File: config.mk
export PLATFORM = sky130hd
export DESIGN_NAME = box_mesh_tessellator
export DESIGN_NICKNAME = d
export VERILOG_FILES = /design/src/hdl/bmt_pkg.sv /design/src/hdl/bmt_fifo.sv /design/src/hdl/bmt_divider.sv /design/src/hdl/bmt_engine.sv /design/src/hdl/box_mesh_tessellator.sv
export SDC_FILE = /design/constraint.sdc
export NUM_CORES = 2
export LEC_CHECK = 0
export ABC_CLOCK_PERIOD_IN_PS = 7500
export BUFFER_PORTS_ARGS = -buffer_cell sky130_fd_sc_hd__buf_4
export CAP_MARGIN = 15
export CELL_PAD_IN_SITES_DETAIL_PLACEMENT = 0
export CELL_PAD_IN_SITES_GLOBAL_PLACEMENT = 2
export CORE_ASPECT_RATIO = 0.75
export CORE_MARGIN = 5
export CORE_UTILIZATION = 38
export CTS_CLUSTER_SIZE = 12
export DETAILED_ROUTE_END_ITERATION = 12
export PLACE_DENSITY_LB_ADDON = 0.1
export RECOVER_POWER = 25
export SLEW_MARGIN = 20
export SYNTH_ARGS = -nofsm -noshare
export SYNTH_HDL_FRONTEND = slang
export SYNTH_HIERARCHICAL = 1
export SYNTH_SLANG_ARGS = --single-unit
File: constraint.sdc
create_clock -name clk -period 7.5 [get_ports clk]
set_input_delay 2.25 -clock clk [delete_from_list [all_inputs] [get_ports clk]]
set_output_delay 2.25 -clock clk [all_outputs]
set_load 0.02 [all_outputs]
File: src/hdl/bmt_pkg.sv
// ----------------------------------------------------------------------------
// bmt_pkg
// Shared types, codes and arithmetic helpers of the box mesh tessellator.
// ----------------------------------------------------------------------------
package bmt_pkg;

    localparam int COORD_W = 24;
    localparam int TESS_W  = 8;
    localparam int IDX_W   = 19;
    localparam int PROD_W  = COORD_W + TESS_W + 1;

    localparam logic [COORD_W-1:0] SIZE_RESET = 24'd25600;
    localparam logic [TESS_W-1:0]  TESS_RESET = 8'd10;

    localparam logic [2:0] REG_SIZE_X = 3'd0;
    localparam logic [2:0] REG_SIZE_Y = 3'd1;
    localparam logic [2:0] REG_SIZE_Z = 3'd2;
    localparam logic [2:0] REG_TESS_X = 3'd3;
    localparam logic [2:0] REG_TESS_Y = 3'd4;
    localparam logic [2:0] REG_TESS_Z = 3'd5;

    localparam logic [2:0] FACE_TOP    = 3'd0;
    localparam logic [2:0] FACE_BOTTOM = 3'd1;
    localparam logic [2:0] FACE_RIGHT  = 3'd2;
    localparam logic [2:0] FACE_LEFT   = 3'd3;
    localparam logic [2:0] FACE_FRONT  = 3'd4;
    localparam logic [2:0] FACE_BACK   = 3'd5;
    localparam logic [2:0] FACE_DONE   = 3'd6;

    localparam logic [2:0] EDGE_AB_BC = 3'd5;
    localparam logic [2:0] EDGE_BC_CA = 3'd6;
    localparam logic [2:0] EDGE_AB_CA = 3'd3;

    typedef enum logic [2:0] {
        ENG_IDLE,
        ENG_DIVGO,
        ENG_DIVWAIT,
        ENG_CALC,
        ENG_EMIT
    } eng_state_t;

    typedef struct packed {
        logic signed [COORD_W-1:0] size_x;
        logic signed [COORD_W-1:0] size_y;
        logic signed [COORD_W-1:0] size_z;
        logic [TESS_W-1:0]         tess_x;
        logic [TESS_W-1:0]         tess_y;
        logic [TESS_W-1:0]         tess_z;
    } cfg_t;

    typedef struct packed {
        logic                      is_triangle;
        logic signed [COORD_W-1:0] coord_x;
        logic signed [COORD_W-1:0] coord_y;
        logic signed [COORD_W-1:0] coord_z;
        logic [IDX_W-1:0]          index_a;
        logic [IDX_W-1:0]          index_b;
        logic [IDX_W-1:0]          index_c;
        logic [2:0]                edge_flags;
        logic [2:0]                face_number;
        logic                      last;
    } out_item_t;

    function automatic logic signed [COORD_W-1:0] half_of(input logic signed [COORD_W-1:0] s);
        logic signed [COORD_W:0] t;
        t = {s[COORD_W-1], s} + {{COORD_W{1'b0}}, s[COORD_W-1]};
        return t[COORD_W:1];
    endfunction

    function automatic logic signed [COORD_W-1:0] sat_coord(input logic signed [PROD_W:0] v);
        logic signed [COORD_W-1:0] r;
        if (v > $signed({{(PROD_W-COORD_W+2){1'b0}}, {(COORD_W-1){1'b1}}}))
            r = {1'b0, {(COORD_W-1){1'b1}}};
        else if (v < $signed({{(PROD_W-COORD_W+2){1'b1}}, {(COORD_W-1){1'b0}}}))
            r = {1'b1, {(COORD_W-1){1'b0}}};
        else
            r = v[COORD_W-1:0];
        return r;
    endfunction

endpackage

File: src/hdl/bmt_fifo.sv
// ----------------------------------------------------------------------------
// bmt_fifo
// Two-entry queue used between front, back and result ports.
// ----------------------------------------------------------------------------
module bmt_fifo #(
    parameter int WIDTH = 1
) (
    input  logic             clk,
    input  logic             rst_n,
    input  logic             push,
    input  logic [WIDTH-1:0] din,
    output logic             full,
    input  logic             pop,
    output logic [WIDTH-1:0] dout,
    output logic             empty
);
    logic [WIDTH-1:0] mem_reg [2];
    logic             wr_ptr_reg, wr_ptr_next;
    logic             rd_ptr_reg, rd_ptr_next;
    logic [1:0]       count_reg, count_next;
    logic             do_push, do_pop;

    assign full    = (count_reg == 2'd2);
    assign empty   = (count_reg == 2'd0);
    assign do_push = push && !full;
    assign do_pop  = pop && !empty;
    assign dout    = mem_reg[rd_ptr_reg];

    always_comb
    begin
        wr_ptr_next = do_push ? ~wr_ptr_reg : wr_ptr_reg;
        rd_ptr_next = do_pop ? ~rd_ptr_reg : rd_ptr_reg;
        count_next  = count_reg + {1'b0, do_push} - {1'b0, do_pop};
    end

    always_ff @(posedge clk or negedge rst_n)
    begin
        if (!rst_n)
        begin
            wr_ptr_reg <= 1'b0;
            rd_ptr_reg <= 1'b0;
            count_reg  <= 2'd0;
        end
        else
        begin
            wr_ptr_reg <= wr_ptr_next;
            rd_ptr_reg <= rd_ptr_next;
            count_reg  <= count_next;
        end
    end

    always_ff @(posedge clk)
    begin
        if (do_push)
        begin
            mem_reg[wr_ptr_reg] <= din;
        end
    end
endmodule

File: src/hdl/bmt_divider.sv
// ----------------------------------------------------------------------------
// bmt_divider
// Iterative signed by unsigned divider, one quotient bit per cycle.
// ----------------------------------------------------------------------------
module bmt_divider
    import bmt_pkg::*;
(
    input  logic                      clk,
    input  logic                      rst_n,
    input  logic                      start,
    input  logic signed [COORD_W-1:0] dividend,
    input  logic [TESS_W-1:0]         divisor,
    output logic                      done,
    output logic [COORD_W-1:0]        quotient
);
    logic [COORD_W-1:0] quo_reg;
    logic [TESS_W-1:0]  rem_reg;
    logic [TESS_W-1:0]  div_reg;
    logic               neg_reg;
    logic               busy_reg;
    logic               done_reg;
    logic [4:0]         cnt_reg;
    logic [TESS_W:0]    trial;
    logic               qbit;
    logic [TESS_W:0]    diff;

    always_comb
    begin
        trial = {rem_reg, quo_reg[COORD_W-1]};
        diff  = trial - {1'b0, div_reg};
        qbit  = (trial >= {1'b0, div_reg});
    end

    assign done     = done_reg;
    assign quotient = (div_reg == '0) ? '0 : (neg_reg ? (~quo_reg + 1'b1) : quo_reg);

    always_ff @(posedge clk or negedge rst_n)
    begin
        if (!rst_n)
        begin
            busy_reg <= 1'b0;
            done_reg <= 1'b0;
            cnt_reg  <= '0;
        end
        else
        begin
            done_reg <= 1'b0;
            if (start)
            begin
                busy_reg <= 1'b1;
                cnt_reg  <= 5'(COORD_W);
            end
            else if (busy_reg)
            begin
                cnt_reg <= cnt_reg - 5'd1;
                if (cnt_reg == 5'd1)
                begin
                    busy_reg <= 1'b0;
                    done_reg <= 1'b1;
                end
            end
        end
    end

    always_ff @(posedge clk)
    begin
        if (start)
        begin
            quo_reg <= dividend[COORD_W-1] ? (~dividend + 1'b1) : dividend;
            rem_reg <= '0;
            div_reg <= divisor;
            neg_reg <= dividend[COORD_W-1];
        end
        else if (busy_reg)
        begin
            rem_reg <= qbit ? diff[TESS_W-1:0] : trial[TESS_W-1:0];
            quo_reg <= {quo_reg[COORD_W-2:0], qbit};
        end
    end
endmodule

File: src/hdl/bmt_engine.sv
// ----------------------------------------------------------------------------
// bmt_engine
// Back end: latches steps at restart, walks faces and builds result items.
// ----------------------------------------------------------------------------
module bmt_engine
    import bmt_pkg::*;
(
    input  logic      clk,
    input  logic      rst_n,
    input  cfg_t      cfg,
    input  logic      req_empty,
    input  logic      req_restart,
    output logic      req_pop,
    input  logic      out_full,
    output logic      out_push,
    output out_item_t out_item
);
    eng_state_t state_reg, state_next;

    logic [2:0]               face_reg;
    logic                     tri_reg;
    logic [TESS_W-1:0]        row_reg;
    logic [TESS_W-1:0]        col_reg;
    logic                     second_reg;
    logic [IDX_W-1:0]         base_reg;
    logic signed [COORD_W-1:0] step_reg [3];
    logic                     vol_reg;
    logic [1:0]               axis_reg;

    logic signed [PROD_W-1:0] prod_col_reg;
    logic signed [PROD_W-1:0] prod_row_reg;
    logic [16:0]              rw_reg;
    logic [16:0]              area_reg;

    logic                     div_start;
    logic                     div_done;
    logic [COORD_W-1:0]       div_quot;
    logic signed [COORD_W-1:0] div_size;
    logic [TESS_W-1:0]        div_tess;

    logic [TESS_W-1:0]        rows;
    logic [TESS_W-1:0]        cols;
    logic [TESS_W:0]          c1;
    logic [TESS_W:0]          r1;
    logic                     emit;
    logic                     vol_neg_calc;
    logic [1:0]               neg_count;

    logic signed [COORD_W-1:0] gcol, grow, fixed, hcol, hrow, hfix;
    logic [IDX_W-1:0]          ia, ib, ic, id;
    logic                      topstyle;
    logic                      vert_col_end, vert_row_end;
    logic                      tri_col_end, tri_row_end;

    bmt_divider u_div (
        .clk      (clk),
        .rst_n    (rst_n),
        .start    (div_start),
        .dividend (div_size),
        .divisor  (div_tess),
        .done     (div_done),
        .quotient (div_quot)
    );

    always_comb
    begin
        unique case (axis_reg)
            2'd0:    begin div_size = cfg.size_x; div_tess = cfg.tess_x; end
            2'd1:    begin div_size = cfg.size_y; div_tess = cfg.tess_y; end
            default: begin div_size = cfg.size_z; div_tess = cfg.tess_z; end
        endcase
    end

    always_comb
    begin
        neg_count = 2'(cfg.size_x[COORD_W-1]) + 2'(cfg.size_y[COORD_W-1])
                  + 2'(cfg.size_z[COORD_W-1]);
        vol_neg_calc = neg_count[0] && (cfg.size_x != '0) && (cfg.size_y != '0)
                     && (cfg.size_z != '0);
    end

    always_comb
    begin
        state_next = state_reg;
        unique case (state_reg)
            ENG_IDLE:
            begin
                if (!req_empty)
                begin
                    if (req_restart)
                        state_next = ENG_DIVGO;
                    else if (face_reg < FACE_DONE)
                        state_next = ENG_CALC;
                end
            end
            ENG_DIVGO:   state_next = ENG_DIVWAIT;
            ENG_DIVWAIT:
            begin
                if (div_done)
                    state_next = (axis_reg == 2'd2) ? ENG_CALC : ENG_DIVGO;
            end
            ENG_CALC:    state_next = ENG_EMIT;
            ENG_EMIT:
            begin
                if (!out_full)
                    state_next = ENG_IDLE;
            end
            default:     state_next = ENG_IDLE;
        endcase
    end

    always_comb
    begin
        req_pop   = (state_reg == ENG_IDLE) && !req_empty;
        div_start = (state_reg == ENG_DIVGO);
        out_push  = (state_reg == ENG_EMIT) && !out_full;
    end

    assign emit = out_push;

    always_comb
    begin
        rows = (face_reg >= FACE_FRONT) ? cfg.tess_x : cfg.tess_z;
        cols = (face_reg <= FACE_BOTTOM) ? cfg.tess_x : cfg.tess_y;
        c1   = {1'b0, cols} + 1'b1;
        r1   = {1'b0, rows} + 1'b1;

        hcol = half_of((face_reg <= FACE_BOTTOM) ? cfg.size_x : cfg.size_y);
        hrow = half_of((face_reg >= FACE_FRONT) ? cfg.size_x : cfg.size_z);
        unique case (face_reg)
            FACE_TOP, FACE_BOTTOM:  hfix = half_of(cfg.size_y);
            FACE_RIGHT, FACE_LEFT:  hfix = half_of(cfg.size_x);
            default:                hfix = half_of(cfg.size_z);
        endcase
        gcol  = sat_coord((PROD_W+1)'(prod_col_reg) - (PROD_W+1)'(hcol));
        grow  = sat_coord((PROD_W+1)'(prod_row_reg) - (PROD_W+1)'(hrow));
        fixed = face_reg[0] ? -hfix : hfix;

        ia = base_reg + IDX_W'(col_reg) + IDX_W'(rw_reg);
        ib = ia + IDX_W'(c1);
        ic = ia + 1'b1;
        id = ib + 1'b1;
        topstyle = (face_reg == FACE_TOP) || (face_reg == FACE_LEFT)
                || (face_reg == FACE_FRONT);

        vert_col_end = ({1'b0, col_reg} + 1'b1) > {1'b0, cols};
        vert_row_end = ({1'b0, row_reg} + 1'b1) > {1'b0, rows};
        tri_col_end  = ({1'b0, col_reg} + 1'b1) >= {1'b0, cols};
        tri_row_end  = ({1'b0, row_reg} + 1'b1) >= {1'b0, rows};
    end

    always_comb
    begin
        out_item             = '0;
        out_item.face_number = face_reg;
        if (!tri_reg)
        begin
            unique case (face_reg)
                FACE_TOP, FACE_BOTTOM:
                begin
                    out_item.coord_x = gcol;
                    out_item.coord_y = fixed;
                    out_item.coord_z = grow;
                end
                FACE_RIGHT, FACE_LEFT:
                begin
                    out_item.coord_x = fixed;
                    out_item.coord_y = gcol;
                    out_item.coord_z = grow;
                end
                default:
                begin
                    out_item.coord_x = grow;
                    out_item.coord_y = gcol;
                    out_item.coord_z = fixed;
                end
            endcase
        end
        else
        begin
            out_item.is_triangle = 1'b1;
            if (topstyle)
            begin
                if (!second_reg)
                begin
                    out_item.index_a    = ia;
                    out_item.index_b    = vol_reg ? ic : ib;
                    out_item.index_c    = vol_reg ? ib : ic;
                    out_item.edge_flags = EDGE_AB_BC;
                end
                else
                begin
                    out_item.index_a    = ic;
                    out_item.index_b    = vol_reg ? id : ib;
                    out_item.index_c    = vol_reg ? ib : id;
                    out_item.edge_flags = vol_reg ? EDGE_AB_CA : EDGE_BC_CA;
                end
            end
            else
            begin
                if (!second_reg)
                begin
                    out_item.index_a    = vol_reg ? ib : ic;
                    out_item.index_b    = vol_reg ? ic : ib;
                    out_item.index_c    = ia;
                    out_item.edge_flags = EDGE_BC_CA;
                end
                else
                begin
                    out_item.index_a    = vol_reg ? ib : id;
                    out_item.index_b    = vol_reg ? id : ib;
                    out_item.index_c    = ic;
                    out_item.edge_flags = vol_reg ? EDGE_AB_CA : EDGE_AB_BC;
                end
            end
            out_item.last = second_reg && tri_col_end && tri_row_end
                         && (face_reg == FACE_BACK);
        end
    end

    always_ff @(posedge clk or negedge rst_n)
    begin
        if (!rst_n)
        begin
            state_reg  <= ENG_IDLE;
            face_reg   <= FACE_TOP;
            tri_reg    <= 1'b0;
            row_reg    <= '0;
            col_reg    <= '0;
            second_reg <= 1'b0;
            base_reg   <= '0;
            step_reg   <= '{default: '0};
            vol_reg    <= 1'b0;
            axis_reg   <= '0;
        end
        else
        begin
            state_reg <= state_next;
            if (req_pop && req_restart)
            begin
                face_reg   <= FACE_TOP;
                tri_reg    <= 1'b0;
                row_reg    <= '0;
                col_reg    <= '0;
                second_reg <= 1'b0;
                base_reg   <= '0;
                vol_reg    <= vol_neg_calc;
                axis_reg   <= '0;
            end
            if ((state_reg == ENG_DIVWAIT) && div_done)
            begin
                step_reg[axis_reg] <= div_quot;
                axis_reg           <= axis_reg + 2'd1;
            end
            if (emit)
            begin
                if (!tri_reg)
                begin
                    if (vert_col_end)
                    begin
                        col_reg <= '0;
                        if (vert_row_end)
                        begin
                            if ((rows == '0) || (cols == '0))
                            begin
                                base_reg <= base_reg + IDX_W'(area_reg);
                                face_reg <= face_reg + 3'd1;
                                row_reg  <= '0;
                            end
                            else
                            begin
                                row_reg <= '0;
                                tri_reg <= 1'b1;
                            end
                        end
                        else
                        begin
                            row_reg <= row_reg + 1'b1;
                        end
                    end
                    else
                    begin
                        col_reg <= col_reg + 1'b1;
                    end
                end
                else if (!second_reg)
                begin
                    second_reg <= 1'b1;
                end
                else
                begin
                    second_reg <= 1'b0;
                    if (tri_col_end)
                    begin
                        col_reg <= '0;
                        if (tri_row_end)
                        begin
                            base_reg <= base_reg + IDX_W'(area_reg);
                            face_reg <= face_reg + 3'd1;
                            tri_reg  <= 1'b0;
                            row_reg  <= '0;
                        end
                        else
                        begin
                            row_reg <= row_reg + 1'b1;
                        end
                    end
                    else
                    begin
                        col_reg <= col_reg + 1'b1;
                    end
                end
            end
        end
    end

    always_ff @(posedge clk)
    begin
        if (state_reg == ENG_CALC)
        begin
            prod_col_reg <= ((face_reg <= FACE_BOTTOM) ? step_reg[0] : step_reg[1])
                          * $signed({1'b0, col_reg});
            prod_row_reg <= ((face_reg >= FACE_FRONT) ? step_reg[0] : step_reg[2])
                          * $signed({1'b0, row_reg});
            rw_reg       <= 17'(row_reg * c1);
            area_reg     <= 17'(r1 * c1);
        end
    end
endmodule

File: src/hdl/box_mesh_tessellator.sv
// ----------------------------------------------------------------------------
// box_mesh_tessellator
// Streams box mesh vertices and triangles, one per request until the walk ends.
// Flow: a request passes the request queue, the engine's calc and emit states
//   and the result queue; a restart first runs three serial step divisions.
// One request is served at a time; emit stalls while the result queue is full.
// Reset: asynchronous; registers return to size 100.0 and 10 cells, walk
//   restarts at the top face with zero steps; queues empty.
// ----------------------------------------------------------------------------
module box_mesh_tessellator
    import bmt_pkg::*;
(
    input  logic                      clk,
    input  logic                      rst_n,
    input  logic                      cfg_we,
    input  logic [2:0]                cfg_index,
    input  logic [COORD_W-1:0]        cfg_data,
    input  logic                      push,
    output logic                      full,
    input  logic                      restart,
    output logic                      empty,
    input  logic                      pop,
    output logic                      is_triangle,
    output logic signed [COORD_W-1:0] coord_x,
    output logic signed [COORD_W-1:0] coord_y,
    output logic signed [COORD_W-1:0] coord_z,
    output logic [IDX_W-1:0]          index_a,
    output logic [IDX_W-1:0]          index_b,
    output logic [IDX_W-1:0]          index_c,
    output logic [2:0]                edge_flags,
    output logic [2:0]                face_number,
    output logic                      last
);
    cfg_t      cfg_reg;
    logic      req_empty, req_pop, req_restart;
    logic      out_full, out_push;
    out_item_t eng_item, res_item;
    logic [$bits(out_item_t)-1:0] res_bits;

    always_ff @(posedge clk or negedge rst_n)
    begin
        if (!rst_n)
        begin
            cfg_reg.size_x <= SIZE_RESET;
            cfg_reg.size_y <= SIZE_RESET;
            cfg_reg.size_z <= SIZE_RESET;
            cfg_reg.tess_x <= TESS_RESET;
            cfg_reg.tess_y <= TESS_RESET;
            cfg_reg.tess_z <= TESS_RESET;
        end
        else if (cfg_we)
        begin
            unique case (cfg_index)
                REG_SIZE_X: cfg_reg.size_x <= cfg_data;
                REG_SIZE_Y: cfg_reg.size_y <= cfg_data;
                REG_SIZE_Z: cfg_reg.size_z <= cfg_data;
                REG_TESS_X: cfg_reg.tess_x <= cfg_data[TESS_W-1:0];
                REG_TESS_Y: cfg_reg.tess_y <= cfg_data[TESS_W-1:0];
                REG_TESS_Z: cfg_reg.tess_z <= cfg_data[TESS_W-1:0];
                default: ;
            endcase
        end
    end

    bmt_fifo #(.WIDTH(1)) u_req_q (
        .clk   (clk),
        .rst_n (rst_n),
        .push  (push),
        .din   (restart),
        .full  (full),
        .pop   (req_pop),
        .dout  (req_restart),
        .empty (req_empty)
    );

    bmt_engine u_engine (
        .clk         (clk),
        .rst_n       (rst_n),
        .cfg         (cfg_reg),
        .req_empty   (req_empty),
        .req_restart (req_restart),
        .req_pop     (req_pop),
        .out_full    (out_full),
        .out_push    (out_push),
        .out_item    (eng_item)
    );

    bmt_fifo #(.WIDTH($bits(out_item_t))) u_res_q (
        .clk   (clk),
        .rst_n (rst_n),
        .push  (out_push),
        .din   (eng_item),
        .full  (out_full),
        .pop   (pop),
        .dout  (res_bits),
        .empty (empty)
    );

    assign res_item    = res_bits;
    assign is_triangle = res_item.is_triangle;
    assign coord_x     = res_item.coord_x;
    assign coord_y     = res_item.coord_y;
    assign coord_z     = res_item.coord_z;
    assign index_a     = res_item.index_a;
    assign index_b     = res_item.index_b;
    assign index_c     = res_item.index_c;
    assign edge_flags  = res_item.edge_flags;
    assign face_number = res_item.face_number;
    assign last        = res_item.last;
endmodule
# Word level (Yosys, flattened, before mapping)
# Memories as Yosys holds them, arrays and structs flattened.
# Index checks and enable logic that the tools add are counted.
[op_classes]
addsub = 32
mul = 4
div_mod_pow = 0
magnitude_cmp = 14
n_eq_ne = 23
shift = 0
muxes = 103
n_bitwise = 7
n_reduce_logical = 45
[op_table]
columns = ["operator", "n"]
rows = [
  ["$mux W24", 13],
  ["$mux W19", 13],
  ["$mux W60", 4],
  ["$pmux W72 S2", 1],
  ["$mux W8", 17],
  ["$add A24 B2 Y25", 5],
  ["$pmux W24 S2", 2],
  ["$bwmux W72", 1],
  ["$mux W72", 1],
  ["$reduce_bool A24 Y1", 3],
  ["$gt A34 B24 Y1 const B", 2],
  ["$lt A34 B24 Y1 const B", 2],
  ["$sub A33 B24 Y34", 2],
  ["$mul A33 B9 Y33", 2],
  ["$mux W33", 2],
  ["$add A24 B1 Y24 const B", 2],
  ["$demux W24 S2", 1],
  ["$mux W3", 16],
  ["$not A24 Y24", 2],
  ["$add A19 B1 Y19 const B", 2],
  ["$add A19 B17 Y19", 2],
  ["$add A8 B1 Y9 const B", 4],
  ["$ge A9 B8 Y1", 3],
  ["$mux W1", 25],
  ["other kinds (42)", 101],
]
[totals]
reg_bits = 370
latchBits = 0
ram_bits = 276
romBits = 0
inputBits = 33
output_inout_bits = 139
word_cells = 265
memories = 2
[mem_list]
columns = ["memory", "depth", "word_bits", "read_ports", "rd_ports_with_merged_regs", "wr", "line", "source"]
rows = [
  ["u_res_q.mem_reg", 2, 137, 1, 0, 1, "bmt_fifo.sv:17", "logic [WIDTH-1:0] mem_reg [2];"],
  ["u_req_q.mem_reg", 2, 1, 1, 0, 1, "bmt_fifo.sv:17", ""],
]

# Longest topological paths before layout
[logic_depth]
word_depth = 10
ltp_mapped = 34
depth_no_buf = 31

# Hierarchy
# The synthesis kept the hierarchy.
[by_module_without_submodules]
columns = ["mod", "instances", "cells_each", "area_each_um2", "seq_area_each_um2"]
rows = [
  ["bmt_engine", 1, 5017, 41870.2, 5955.7],
  ["bmt_fifo at u_res_q", 1, 444, 10131.0, 8328.0],
  ["box_mesh_tessellator", 1, 208, 3672.3, 2421.1],
  ["bmt_divider", 1, 378, 3414.5, 1326.3],
  ["bmt_fifo at u_req_q", 1, 21, 271.5, 160.2],
]

# Worst setup path after synthesis
# No wires, ideal clock.
[synth_timing]
path_kind = "reg-to-reg"
from = "register u_res_q.count_reg[1]"
to = "memory u_res_q/mem_reg[0][0] (netlist name), enable pin"
setup_ns = 0.636
t_arrival_ns = 7.131
required_ns = 6.864
path_slack_ns = -0.267
stages_incl_launch_ff = 8
path_buffers = 1
period_less_slack_ns = 7.767
path_cell_list = "dfrtp_1 nand2b_1 inv_1 nand3b_1 clkinv_1 clkbuf_1 nand2_1 nor2_1"
[synth_via]
elab_chain_cells = 6
[synth_lines]
columns = ["item", "line", "source"]
rows = [
  ["start: declaration", "bmt_fifo.sv:20", "logic [1:0] count_reg, count_next;"],
  ["start signal: assignment", "bmt_fifo.sv:48", "count_reg <= count_next;"],
  ["$eq A2 B2 Y1", "bmt_fifo.sv:23", "assign full = (count_reg == 2'd2);"],
  ["named net out_full", "box_mesh_tessellator.sv:36", "logic out_full, out_push;"],
  ["$logic_not A1 Y1", "bmt_engine.sv:116", "out_push = (state_reg == ENG_EMIT) && !out_full;"],
  ["$logic_and A1 B1 Y1", "bmt_engine.sv:116", ""],
  ["named net out_push", "box_mesh_tessellator.sv:36", ""],
  ["$logic_and A1 B1 Y1", "bmt_fifo.sv:25", "assign do_push = push && !full;"],
  ["$mux W1", "bmt_fifo.sv:54", "if (do_push)"],
  ["$mux W1 (implied by the code)", "bmt_fifo.sv:56", "mem_reg[wr_ptr_reg] <= din;"],
  ["end: declaration", "bmt_fifo.sv:17", ""],
]
# The timed path passes the listed nets, and every way through them passes these cells.

==> flow_metrics.py <==
metrics = {
    "run_status": {
        "run_status": "finished with violations",
        "violations": "max-capacitance violations, max-slew violations",
    },
    "clock_network": {
        "cts_sinks": 646,
        "cts.clk_slew.worst_paths_ns": 0.06,
        "cts.hold.buffers_added": 0,
        "htreeDepth": 3,
        "clk_latency_ns": 0.71,
        "clockBufferDepth": 3,
        "cts_buffers": 76,
        "cts_tree": "built",
        "cts_root_buffer": "clkbuf_16",
    },
    "setup_path": {
        "crit_path_frequent_cell": "buf_4",
        "r2r_end": "u_res_q/mem_reg[1][88]$_DFFE_PP_",
        "critPathCapture": "u_res_q/mem_reg[1][88]$_DFFE_PP_",
        "critPathLaunchType": "flip-flop",
        "cp_max_fo": 8,
        "startpoint": "u_engine/face_reg[0]$_DFF_PN0_",
        "r2r-start": "u_engine/face_reg[0]$_DFF_PN0_",
        "critPathArrivalTime_ns": 7.85,
        "max_stage_delay_ns": 0.56,
        "crit_type": "flip-flop to flip-flop",
        "required_ns": 8.05,
        "critPathSlowestCell": "a2111o_1",
        "reg2reg_slack_ns": 0.20,
        "endpoint_kind": "flip-flop",
        "worst-r2r-cell-count": 28,
    },
    "yosys": {
        "synth-main-ff-cell": "edfxtp_1",
        "syn-cell-area_um2": 59400,
        "yosys-top-cells-area": "edfxtp_1 (21%), fa_1 (14%), dfrtp_1 (9.0%), ha_1 (7.8%), mux2_2 (6.6%)",
        "yosysWarnings": 6,
        "syn_nets": 6874,
        "ys_ff_latch": 646,
        "yosysTopAreaCellShare_pct": 20.7,
        "ys_seq_area_share_pct": 30.6,
        "synth_cells": 6068,
        "synth_top_cell_by_area": "edfxtp_1",
        "synthArstFlopShare_pct": 35.4,
        "avgSynthCellArea_um2": 9.78,
        "synth_edf_count": 409,
        "ys_types": 116,
    },
    "grt": {
        "overflow": 0,
        "grt_pass1_wl_mm": 300,
        "antenna_found_initial": 19,
        "track_usage_pct": 24.0,
        "grt_max_degree": 137,
        "grt_pass1_vias": 44900,
    },
    "place": {
        "place_congestion": 0.881,
        "post_dp_cell_area_um2": 63600,
        "dp.cells": 8229,
        "hpwl_mm": 157,
        "port-buffer-count": 171,
    },
    "floorplanning": {
        "row_count": 125,
        "die_width_um": 466,
        "die-area_um2": 164000,
        "ioPinCount": 172,
        "core_um2": 155000,
        "die_y_um": 352,
        "initial_core_util_pct": 38.3,
    },
    "timing": {
        "rsz0062_at_grt": "false",
        "finalHoldViolCount": 0,
        "final.period_utilization_pct": 97.3,
        "drv_slew": 416,
        "fmax_ghz": 0.137,
        "worstMarginPinSlew_ns": 4.60,
        "slew_headroom_pct": -207,
        "setup_viol": 0,
        "tns_ns": 0,
        "skew_ns": 0.0501,
        "min_period_ns": 7.30,
    },
    "hold_path": {
        "min_path_type": "flip-flop to flip-flop",
    },
    "power_and_ir_drop": {
        "p_total_uw": 20200,
        "ir_drop_mv": 0.200,
        "p_per_area_nw_per_um2": 305,
        "leakage_uw": 0.0290,
    },
    "flow_run": {
        "maxCapViolCount": 9,
    },
    "finish": {
        "fin_cells": 8371,
        "fill_cells": 15300,
        "mostFrequentLayoutCell": "inv_1",
        "mostFrequentLayoutCells": "inv_1 (613), nand2_1 (584), edfxtp_1 (409)",
        "fin_area_um2": 66000,
        "syn_to_final_growth_pct": 11.2,
        "drive_gt1_share_pct": 14.6,
        "nets": 7019,
        "largest_reg_flops": 274,
    },
    "route": {
        "drcViolationCount": 0,
        "dr.pass1.iters": 5,
        "vias_per_cell": 5.48,
        "vias": 45900,
        "drt-initial-drc-count": 3904,
        "ant_nets": 0,
        "drt_wl_total_mm": 200,
        "wl_per_cell_um": 23.9,
    },
}
## worst min path at each step
stage                                      startpoint                           endpoint  slack [ns]  depth (start not counted)
floorplan              u_req_q/rd_ptr_reg$_DFFE_PN0P_     u_req_q/rd_ptr_reg$_DFFE_PN0P_        0.45                          1
global placement       u_req_q/rd_ptr_reg$_DFFE_PN0P_     u_req_q/rd_ptr_reg$_DFFE_PN0P_        0.47                          1
detailed placement     u_req_q/rd_ptr_reg$_DFFE_PN0P_     u_req_q/rd_ptr_reg$_DFFE_PN0P_        0.47                          1
CTS                    u_req_q/rd_ptr_reg$_DFFE_PN0P_     u_req_q/rd_ptr_reg$_DFFE_PN0P_        0.48                          1
global route        u_engine/step_reg[20]$_DFFE_PN0P_  u_engine/step_reg[20]$_DFFE_PN0P_        0.51                          1
finish                 u_req_q/rd_ptr_reg$_DFFE_PN0P_     u_req_q/rd_ptr_reg$_DFFE_PN0P_        0.49                          1
## report_power, final
group | internal [µW] | leakage (µW) | switching, µW
Combinational | 4130 | 0.0210 | 6790
Sequential | 4740 | 0.00681 | 848
Clock | 2050 | 0.00117 | 1610
Total | 10900 | 0.0290 | 9250
## cell usage after synthesis (32+ instances only)
master / instances
xnor2_1: 250
ha_1: 368
o21ai_0: 190
o21a_1: 38
a21oi_1: 267
o22ai_1: 32
fa_1: 405
nor2b_1: 107
nand4_1: 56
dfrtp_1: 214
nor4_1: 51
clkbuf_1: 214
a221oi_1: 33
a211oi_1: 50
a22oi_1: 43
or3_1: 35
nor2_1: 332
edfxtp_1: 409
a21o_1: 60
mux2i_1: 73
and3_1: 53
nand3_1: 126
nand2_1: 585
xor2_1: 166
inv_1: 612
mux2_2: 349
and2_1: 272
nor3_1: 72
o31ai_1: 33
nand2b_1: 71
## metrics by stage
stage                     utilization [%]  setup slack, ns  hold slack, ns
final                                42.6            0.201           0.486
after global routing                 42.6          0.00334           0.512
after CTS                            42.6            0.117           0.485
after detailed placement             41.0          -0.0656           0.475
after global placement               41.0           0.0517           0.469
after floorplan                         -           0.0519           0.450
## worst max-delay path, delay by kind of cell, from the launching register on
family	cells	cell delay [ns]
DFF	1	0.42
AOI/OAI and AO/OA	8	2.38
muxes	2	0.46
xor gates and xnor gates	2	0.43
buffers and inverters	5	0.77
adders and majority gates	3	0.91
and+or+nand+nor	8	1.79
## routing by layer
layer	track usage (%)	vias to the layer above	part of all wire, %
li1	-	21300	-
met1	38.2	23000	50
met2	33.8	1340	41
met3	4.29	169	7.1
met4	4.50	0	1.8
met5	0	-	0
## timing repair
item	CTS	global route
pin swaps	0	1
endpoints found under the setup margin	5	94
setup buffers	0	1
resized for setup	3	18
## kinds of logic (layout without fill, tap and decap cells)
family / after synthesis / after routing / share of synthesized area [%]
adders and majority gates: 773 / 773 / 21.4
other: 0 / 6 / 0
buffers and inverters: 915 / 1117 / 6.22
AOI/OAI and AO/OA: 1032 / 1032 / 11.9
and+or+nand+nor: 1854 / 1854 / 15.6
muxes: 430 / 430 / 8.01
DFF: 646 / 646 / 30.6
xor gates and xnor gates: 418 / 418 / 6.21
## layout make-up
| cell class | count | area (µm²) | share of cell area, % |
|---|---|---|---|
| clock inverter | 34 | 317 | 0.479 |
| clock buffer | 101 | 2090 | 3.16 |
| tap | 2095 | 2620 | 3.97 |
| multi-input combinational | 4507 | 37600 | 57.0 |
| inverter | 617 | 2320 | 3.51 |
| antenna | 6 | 15.0 | 0.0227 |
| timing repair buffer | 365 | 2850 | 4.32 |
| sequential | 646 | 18200 | 27.6 |
No activity file was read; power rests on OpenSTA's default activity.
